**src/design/jtsm_pkg.sv**
```systemverilog
`timescale 1ns / 1ps

package jtsm_pkg;

    localparam int SHIFT_W = 64;
    localparam int COUNT_W = 7;
    localparam int STATE_W = 4;
    localparam int TICK_W  = 3;
    localparam int IDX_W   = $clog2(SHIFT_W);

    localparam logic [1:0] KIND_RESET = 2'd0;
    localparam logic [1:0] KIND_IR    = 2'd1;
    localparam logic [1:0] KIND_DR    = 2'd2;
    localparam logic [1:0] KIND_BAD   = 2'd3;

    localparam logic [STATE_W-1:0] TAP_TLR       = 4'd0;
    localparam logic [STATE_W-1:0] TAP_RTI       = 4'd1;
    localparam logic [STATE_W-1:0] TAP_SEL_DR    = 4'd2;
    localparam logic [STATE_W-1:0] TAP_CAP_DR    = 4'd3;
    localparam logic [STATE_W-1:0] TAP_SHIFT_DR  = 4'd4;
    localparam logic [STATE_W-1:0] TAP_EXIT1_DR  = 4'd5;
    localparam logic [STATE_W-1:0] TAP_PAUSE_DR  = 4'd6;
    localparam logic [STATE_W-1:0] TAP_EXIT2_DR  = 4'd7;
    localparam logic [STATE_W-1:0] TAP_UPDATE_DR = 4'd8;
    localparam logic [STATE_W-1:0] TAP_SEL_IR    = 4'd9;
    localparam logic [STATE_W-1:0] TAP_CAP_IR    = 4'd10;
    localparam logic [STATE_W-1:0] TAP_SHIFT_IR  = 4'd11;
    localparam logic [STATE_W-1:0] TAP_EXIT1_IR  = 4'd12;
    localparam logic [STATE_W-1:0] TAP_PAUSE_IR  = 4'd13;
    localparam logic [STATE_W-1:0] TAP_EXIT2_IR  = 4'd14;
    localparam logic [STATE_W-1:0] TAP_UPDATE_IR = 4'd15;

    // First TMS bit of a shortest path toward each walk target, one bit per
    // current state (ties resolved to TMS=0).
    localparam logic [15:0] TMS_TO_SHIFT_DR  = 16'hFF42;
    localparam logic [15:0] TMS_TO_SHIFT_IR  = 16'hA1FE;
    localparam logic [15:0] TMS_TO_UPDATE_DR = 16'hFFFA;
    localparam logic [15:0] TMS_TO_UPDATE_IR = 16'hFDFE;

    typedef struct packed {
        logic                 mode;
        logic [1:0]           command_kind;
        logic [SHIFT_W-1:0]   shift_in;
        logic [COUNT_W-1:0]   bit_count;
        logic                 tdo_sample;
    } t_in_word;

    typedef struct packed {
        logic                 tms_level;
        logic                 tdi_level;
        logic                 pulse_tck;
        logic                 busy_res;
        logic                 done_res;
        logic                 error;
        logic [SHIFT_W-1:0]   captured;
        logic [STATE_W-1:0]   tap_state_now;
    } t_out_word;

    typedef struct packed {
        logic [STATE_W-1:0]   tap_state;
        logic [1:0]           active_kind;
        logic                 running;
        logic [SHIFT_W-1:0]   out_shift;
        logic [SHIFT_W-1:0]   in_capture;
        logic [COUNT_W-1:0]   bits_left;
        logic [TICK_W-1:0]    reset_ticks;
        logic [COUNT_W-1:0]   bit_index;
    } t_tap_regs;

    function automatic logic [STATE_W-1:0] tap_next(
        input logic [STATE_W-1:0] state,
        input logic               tms
    );
        logic [STATE_W-1:0] nxt;
        case (state)
            TAP_TLR:       nxt = tms ? TAP_TLR       : TAP_RTI;
            TAP_RTI:       nxt = tms ? TAP_SEL_DR    : TAP_RTI;
            TAP_SEL_DR:    nxt = tms ? TAP_SEL_IR    : TAP_CAP_DR;
            TAP_CAP_DR:    nxt = tms ? TAP_EXIT1_DR  : TAP_SHIFT_DR;
            TAP_SHIFT_DR:  nxt = tms ? TAP_EXIT1_DR  : TAP_SHIFT_DR;
            TAP_EXIT1_DR:  nxt = tms ? TAP_UPDATE_DR : TAP_PAUSE_DR;
            TAP_PAUSE_DR:  nxt = tms ? TAP_EXIT2_DR  : TAP_PAUSE_DR;
            TAP_EXIT2_DR:  nxt = tms ? TAP_UPDATE_DR : TAP_SHIFT_DR;
            TAP_UPDATE_DR: nxt = tms ? TAP_SEL_DR    : TAP_RTI;
            TAP_SEL_IR:    nxt = tms ? TAP_TLR       : TAP_CAP_IR;
            TAP_CAP_IR:    nxt = tms ? TAP_EXIT1_IR  : TAP_SHIFT_IR;
            TAP_SHIFT_IR:  nxt = tms ? TAP_EXIT1_IR  : TAP_SHIFT_IR;
            TAP_EXIT1_IR:  nxt = tms ? TAP_UPDATE_IR : TAP_PAUSE_IR;
            TAP_PAUSE_IR:  nxt = tms ? TAP_EXIT2_IR  : TAP_PAUSE_IR;
            TAP_EXIT2_IR:  nxt = tms ? TAP_UPDATE_IR : TAP_SHIFT_IR;
            TAP_UPDATE_IR: nxt = tms ? TAP_SEL_DR    : TAP_RTI;
            default:       nxt = TAP_TLR;
        endcase
        return nxt;
    endfunction

    function automatic logic first_tms(
        input logic [STATE_W-1:0] from,
        input logic [STATE_W-1:0] target
    );
        logic tms;
        case (target)
            TAP_SHIFT_DR:  tms = TMS_TO_SHIFT_DR[from];
            TAP_SHIFT_IR:  tms = TMS_TO_SHIFT_IR[from];
            TAP_UPDATE_DR: tms = TMS_TO_UPDATE_DR[from];
            TAP_UPDATE_IR: tms = TMS_TO_UPDATE_IR[from];
            default:       tms = 1'b0;
        endcase
        return tms;
    endfunction

endpackage

```
**src/design/jtsm_step.sv**
```systemverilog
`timescale 1ns / 1ps

module jtsm_step #(
    parameter int MAX_SHIFT_BITS  = 64,
    parameter int RESET_TMS_TICKS = 5
) (
    input  jtsm_pkg::t_in_word  i_word,
    input  jtsm_pkg::t_tap_regs i_cur,
    output jtsm_pkg::t_tap_regs o_nxt,
    output jtsm_pkg::t_out_word o_word
);

    localparam logic [jtsm_pkg::TICK_W-1:0] RESET_LAST =
        jtsm_pkg::TICK_W'(RESET_TMS_TICKS - 1);
    localparam logic [jtsm_pkg::COUNT_W-1:0] COUNT_MAX =
        jtsm_pkg::COUNT_W'(MAX_SHIFT_BITS);

    logic                                 tms;
    logic                                 tdi;
    logic                                 pulse;
    logic                                 done;
    logic                                 err;
    logic [jtsm_pkg::SHIFT_W-1:0]         cap;
    logic [jtsm_pkg::STATE_W-1:0]         sh_state;
    logic [jtsm_pkg::STATE_W-1:0]         up_state;
    jtsm_pkg::t_tap_regs                  nxt;

    always_comb begin
        nxt   = i_cur;
        tms   = 1'b0;
        tdi   = 1'b0;
        pulse = 1'b0;
        done  = 1'b0;
        err   = 1'b0;
        cap   = '0;
        sh_state = (i_cur.active_kind == jtsm_pkg::KIND_IR) ?
                   jtsm_pkg::TAP_SHIFT_IR : jtsm_pkg::TAP_SHIFT_DR;
        up_state = (i_cur.active_kind == jtsm_pkg::KIND_IR) ?
                   jtsm_pkg::TAP_UPDATE_IR : jtsm_pkg::TAP_UPDATE_DR;

        if (i_word.mode) begin
            if (i_cur.running || i_word.command_kind == jtsm_pkg::KIND_BAD ||
                (i_word.command_kind != jtsm_pkg::KIND_RESET &&
                 (i_word.bit_count == '0 || i_word.bit_count > COUNT_MAX))) begin
                err = 1'b1;
            end else begin
                nxt.active_kind = i_word.command_kind;
                nxt.running     = 1'b1;
                nxt.in_capture  = '0;
                nxt.bit_index   = '0;
                if (i_word.command_kind == jtsm_pkg::KIND_RESET) begin
                    nxt.reset_ticks = RESET_LAST;
                    nxt.bits_left   = jtsm_pkg::COUNT_W'(1);
                end else begin
                    nxt.out_shift = i_word.shift_in;
                    nxt.bits_left = i_word.bit_count;
                end
            end
        end else if (i_cur.running) begin
            pulse = 1'b1;
            if (i_cur.active_kind == jtsm_pkg::KIND_RESET) begin
                // TMS=1 run, then one TMS=0 tick lands in Run-Test/Idle
                if (i_cur.bits_left != '0) begin
                    tms = 1'b1;
                    if (i_cur.reset_ticks == '0) begin
                        nxt.bits_left = '0;
                    end else begin
                        nxt.reset_ticks = i_cur.reset_ticks - 1'b1;
                    end
                end else begin
                    done = 1'b1;
                end
                nxt.tap_state = jtsm_pkg::tap_next(i_cur.tap_state, tms);
            end else begin
                if (i_cur.bits_left != '0 && i_cur.tap_state == sh_state) begin
                    tdi = i_cur.out_shift[0];
                    tms = (i_cur.bits_left == jtsm_pkg::COUNT_W'(1));
                    if (i_cur.active_kind == jtsm_pkg::KIND_DR) begin
                        nxt.in_capture = i_cur.in_capture |
                            (jtsm_pkg::SHIFT_W'(i_word.tdo_sample)
                             << i_cur.bit_index[jtsm_pkg::IDX_W-1:0]);
                    end
                    nxt.out_shift = i_cur.out_shift >> 1;
                    nxt.bit_index = i_cur.bit_index + 1'b1;
                    nxt.bits_left = i_cur.bits_left - 1'b1;
                end else begin
                    tms = jtsm_pkg::first_tms(i_cur.tap_state,
                        (i_cur.bits_left != '0) ? sh_state : up_state);
                end
                nxt.tap_state = jtsm_pkg::tap_next(i_cur.tap_state, tms);
                if (nxt.bits_left == '0 && nxt.tap_state == up_state) begin
                    done = 1'b1;
                end
            end
            if (done) begin
                nxt.running = 1'b0;
                if (i_cur.active_kind == jtsm_pkg::KIND_DR) begin
                    cap = nxt.in_capture;
                end
            end
        end

        o_nxt                = nxt;
        o_word.tms_level     = tms;
        o_word.tdi_level     = tdi;
        o_word.pulse_tck     = pulse;
        o_word.busy_res      = nxt.running;
        o_word.done_res      = done;
        o_word.error         = err;
        o_word.captured      = cap;
        o_word.tap_state_now = nxt.tap_state;
    end

endmodule

```
**src/design/jtag_tap_shift_master.sv**
```systemverilog
`timescale 1ns / 1ps
// An accepted input word passes the input register and then the result register.
// Throughput: one word per cycle while i_out_ready does not stall the result register;
//   the TAP tracking state updates in one pass between the input and result registers.
// Reset (i_rst_n low, synchronous): TAP tracked in Test-Logic-Reset, no command
//   running, both pipeline registers empty.

module jtag_tap_shift_master #(
    parameter int MAX_SHIFT_BITS  = 64,
    parameter int RESET_TMS_TICKS = 5
) (
    input  logic                i_clk,
    input  logic                i_rst_n,
    input  logic                i_in_valid,
    output logic                o_in_ready,
    input  jtsm_pkg::t_in_word  i_in_word,
    output logic                o_out_valid,
    input  logic                i_out_ready,
    output jtsm_pkg::t_out_word o_out_word
);

    logic                r_in_valid;
    jtsm_pkg::t_in_word  r_in_word;
    jtsm_pkg::t_tap_regs r_regs;
    jtsm_pkg::t_tap_regs n_regs;
    logic                r_out_valid;
    jtsm_pkg::t_out_word r_out_word;
    jtsm_pkg::t_out_word n_out_word;
    logic                w_advance;

    assign w_advance   = r_in_valid && (!r_out_valid || i_out_ready);
    assign o_in_ready  = !r_in_valid || w_advance;
    assign o_out_valid = r_out_valid;
    assign o_out_word  = r_out_word;

    jtsm_step #(
        .MAX_SHIFT_BITS  (MAX_SHIFT_BITS),
        .RESET_TMS_TICKS (RESET_TMS_TICKS)
    ) u_step (
        .i_word (r_in_word),
        .i_cur  (r_regs),
        .o_nxt  (n_regs),
        .o_word (n_out_word)
    );

    always_ff @(posedge i_clk) begin
        if (!i_rst_n) begin
            r_in_valid  <= 1'b0;
            r_out_valid <= 1'b0;
            r_regs      <= '0;
        end else begin
            if (o_in_ready) begin
                r_in_valid <= i_in_valid;
            end
            if (w_advance) begin
                r_regs      <= n_regs;
                r_out_valid <= 1'b1;
            end else if (i_out_ready) begin
                r_out_valid <= 1'b0;
            end
        end
    end

    // payload registers
    always_ff @(posedge i_clk) begin
        if (o_in_ready && i_in_valid) begin
            r_in_word <= i_in_word;
        end
        if (w_advance) begin
            r_out_word <= n_out_word;
        end
    end

endmodule
```
**config.mk**
```make
export PLATFORM = sky130hd
export DESIGN_NAME = jtag_tap_shift_master
export DESIGN_NICKNAME = d
export VERILOG_FILES = /design/src/design/jtsm_pkg.sv /design/src/design/jtsm_step.sv /design/src/design/jtag_tap_shift_master.sv
export SDC_FILE = /design/constraint.sdc
export NUM_CORES = 1
export LEC_CHECK = 0
export BUFFER_PORTS_ARGS = -buffer_cell sky130_fd_sc_hd__buf_4
export CORE_ASPECT_RATIO = 1.4
export CORE_UTILIZATION = 50
export CTS_CLUSTER_SIZE = 8
export DETAILED_ROUTE_END_ITERATION = 6
export PLACE_DENSITY_LB_ADDON = 0.12
export REMOVE_ABC_BUFFERS = 1
export SETUP_SLACK_MARGIN = 0.02
export SLEW_MARGIN = 5
export SYNTH_ARGS = -nofsm -noshare
export SYNTH_HDL_FRONTEND = slang
export SYNTH_SLANG_ARGS = --single-unit
export TNS_END_PERCENT = 10
```
**constraint.sdc**
```tcl
create_clock -name i_clk -period 7.8 [get_ports i_clk]
set_clock_uncertainty 0.05 [all_clocks]
set_input_delay 0.78 -clock i_clk [delete_from_list [all_inputs] [get_ports i_clk]]
set_output_delay 0.78 -clock i_clk [all_outputs]
set_load 0.03 [all_outputs]
```
==> impl_metrics.json <==
{
  "status": "complete, no violations",
  "vias": 9577,
  "clock_path_buffers": 3,
  "finalPower_mw": 3.71,
  "switching_power_mw": 0.811,
  "cts_setup_buffers": 0,
  "place_area_mm2": 0.0137,
  "cts_buffers": 44,
  "dp_slack_ps": 3700,
  "cts_tree": "done",
  "holdBufCountCts": 0,
  "top_layer": "met4",
  "ys_seq_elements": 306,
  "powerDensity_mw_per_mm2": 247,
  "worstSetupPathType": "flop to flop",
  "fin_hold_ws_ps": 376,
  "instances_no_fill": 1656,
  "dp_cells": 1576,
  "p_leak_nw": 5.24,
  "tightest_slew_ps": 1060,
  "final-hold-violation-count": 0,
  "antenna_found_initial": 0,
  "setup_tns_ps": 0,
  "path_max_fanout": 67,
  "detailedRoute.firstIterationViolations": 577,
  "timing.final.crit_share_pct": 50.7,
  "die_h_um": 189,
  "clk_latency_ps": 530,
  "synthFlopType": "dfxtp_1",
  "syn_inst": 1181,
  "p_comb_share_pct": 5.5,
  "clk_pin_slew_ps": 50,
  "max-slew-margin-rel_pct": 29.3,
  "grt_pass1_wl_mm": 46.6,
  "dieArea_mm2": 0.0256,
  "crit_arrival_ps": 4280,
  "vias_per_cell": 5.78,
  "cts_resized": 0,
  "end_kind": "flop",
  "groute.usage.overall_pct": 22.9,
  "synthToLayoutAreaGrowth_pct": 20.6,
  "layout_commonest_cell": "nor2_1",
  "p_clk_share_pct": 46.9,
  "max_freq_mhz": 253,
  "cts.sinks": 306,
  "htreeDepth": 2,
  "antenna_left": 0,
  "final_layout_size_suffix_gt1_share_pct": 18.3,
  "synth_cell_types": 74,
  "rsz0062_at_grt": "no",
  "drc": 0,
  "die_x_um": 135,
  "drtPass1Iterations": 5,
  "n_antenna_cell": 0,
  "syn_avg_cell_area_um2": 10.6,
  "setup_viol": 0,
  "synth_edf_count": 149,
  "ys_warn_count": 0,
  "seq_power_share_pct": 47.5,
  "internal_power_mw": 2.90,
  "fill_cells": 2046,
  "drt_wl_total_mm": 28.7,
  "wl_per_cell_um": 17.4,
  "final_cell_mix": "nor2_1 (261), buf_4 (166), dfxtp_1 (157)",
  "hpwlAfterDp_mm": 18.3,
  "num_io_pins": 155,
  "gp_congestion": 0.889,
  "start_util_pct": 50.7,
  "slew_viol_final": 0,
  "placementRows": 68,
  "async_flop_share_pct": 0,
  "fin_util_pct": 61.1,
  "dr_wl_met3_mm": 1.46,
  "grt_overflow": 0,
  "wl_met1_mm": 11.8,
  "synth_area_mm2": 0.0125,
  "io_buffer_count": 154,
  "wl_met2_mm": 14.5,
  "grt_max_degree": 82,
  "grt_pass1_vias": 9103,
  "core_area_mm2": 0.0246,
  "fin_ws_ps": 3840,
  "maxCapViolCount": 0,
  "hp-class": "input pin to flop",
  "cts_root_buf": "clkbuf_16",
  "required_ps": 8130,
  "ys_seq_area_share_pct": 61.1,
  "period_needed_ps": 3960,
  "num-nets-final": 1392,
  "ir_worst_vdd_mv": 0.214,
  "p_sw_share_pct": 21.9,
  "final_cell_area_mm2": 0.0150,
  "critPathLaunchType": "flop"
}
## layout make-up
cell class	instances	area, um^2	area share, %
Sequential cell	306	7620	50.7
Inverter	16	61.3	0.408
Clock inverter	2	25.0	0.167
Multi-Input combinational cell	773	4420	29.4
Clock buffer	78	1260	8.38
Timing Repair Buffer	166	1250	8.29
Tap cell	315	394	2.62
## power groups by stage
stage                     Combinational (mW)  Sequential [mW]  Clock (mW)
after global placement                 0.205             1.79           0
after floorplan                       0.0778             1.83           0
final                                  0.206             1.76        1.74
after CTS                              0.207             1.76        1.77
after detailed placement               0.206             1.79           0
after global routing                   0.223             1.76        1.84
## registers in the layout, summed over array words and instances, names as in the netlist, named ones only
name         flops
o_out_valid      1
r_in_word       75
o_out_word      74
r_regs         151
r_in_valid       1
## cell usage after synthesis, types with 13 or more instances
cell type	n	area share (%)
a21oi_1	84	3.4
a221oi_1	66	4.6
a22oi_1	39	2.3
a31oi_1	13	0.65
a32oi_1	20	1.4
clkbuf_1	66	2.0
dfxtp_1	157	25
edfxtp_1	149	36
inv_1	14	0.42
nand2_1	54	1.6
nor2_1	262	7.9
nor3_1	72	2.9
o21ai_0	22	0.88
## critical path: stages, from the launching register on
cell and delay (ps):
edfxtp_1 420, or4_1 550, o31ai_1 300, a31o_2 250, and3_2 180, buf_4 580, o21ai_0 260, nor2b_1 750
o21ai_0 210, a22oi_1 190, nor2_1 50
## worst paths after layout
| kind | start | to | slack, ps | depth (start not counted) |
|---|---|---|---|---|
| setup / recovery | r_in_word[1]$_DFFE_PP_ | r_regs[16]$_SDFFE_PN0P_ | 3840 | 10 |
| hold / removal | i_in_word[0] | r_in_word[0]$_DFFE_PP_ | 380 | 1 |
| hold reg to reg | r_regs[31]$_SDFFE_PN0P_ | r_regs[31]$_SDFFE_PN0P_ | 410 | 2 |
| setup reg to reg | r_in_word[1]$_DFFE_PP_ | r_regs[16]$_SDFFE_PN0P_ | 3840 | 10 |
## per-layer routing
layer  up-vias  GRT usage, %
li1       4627             -
met3        75          3.77
met1      4571          27.4
met4         0          10.3
met2       304          39.8
met5         -             0
## cells by family (layout without fill, tap and decap cells)
family | count (synthesis) | after routing | synth area share (%)
adders and majority gates | 6 | 6 | 0.602
and+or+nand+nor | 465 | 465 | 16.6
xor gates and xnor gates | 9 | 9 | 0.633
muxes | 9 | 9 | 0.783
AOI/OAI and AO/OA | 284 | 284 | 16.8
DFF | 306 | 306 | 61.1
buffers and inverters | 102 | 262 | 3.51
No activity file was read; power rests on OpenSTA's default activity.
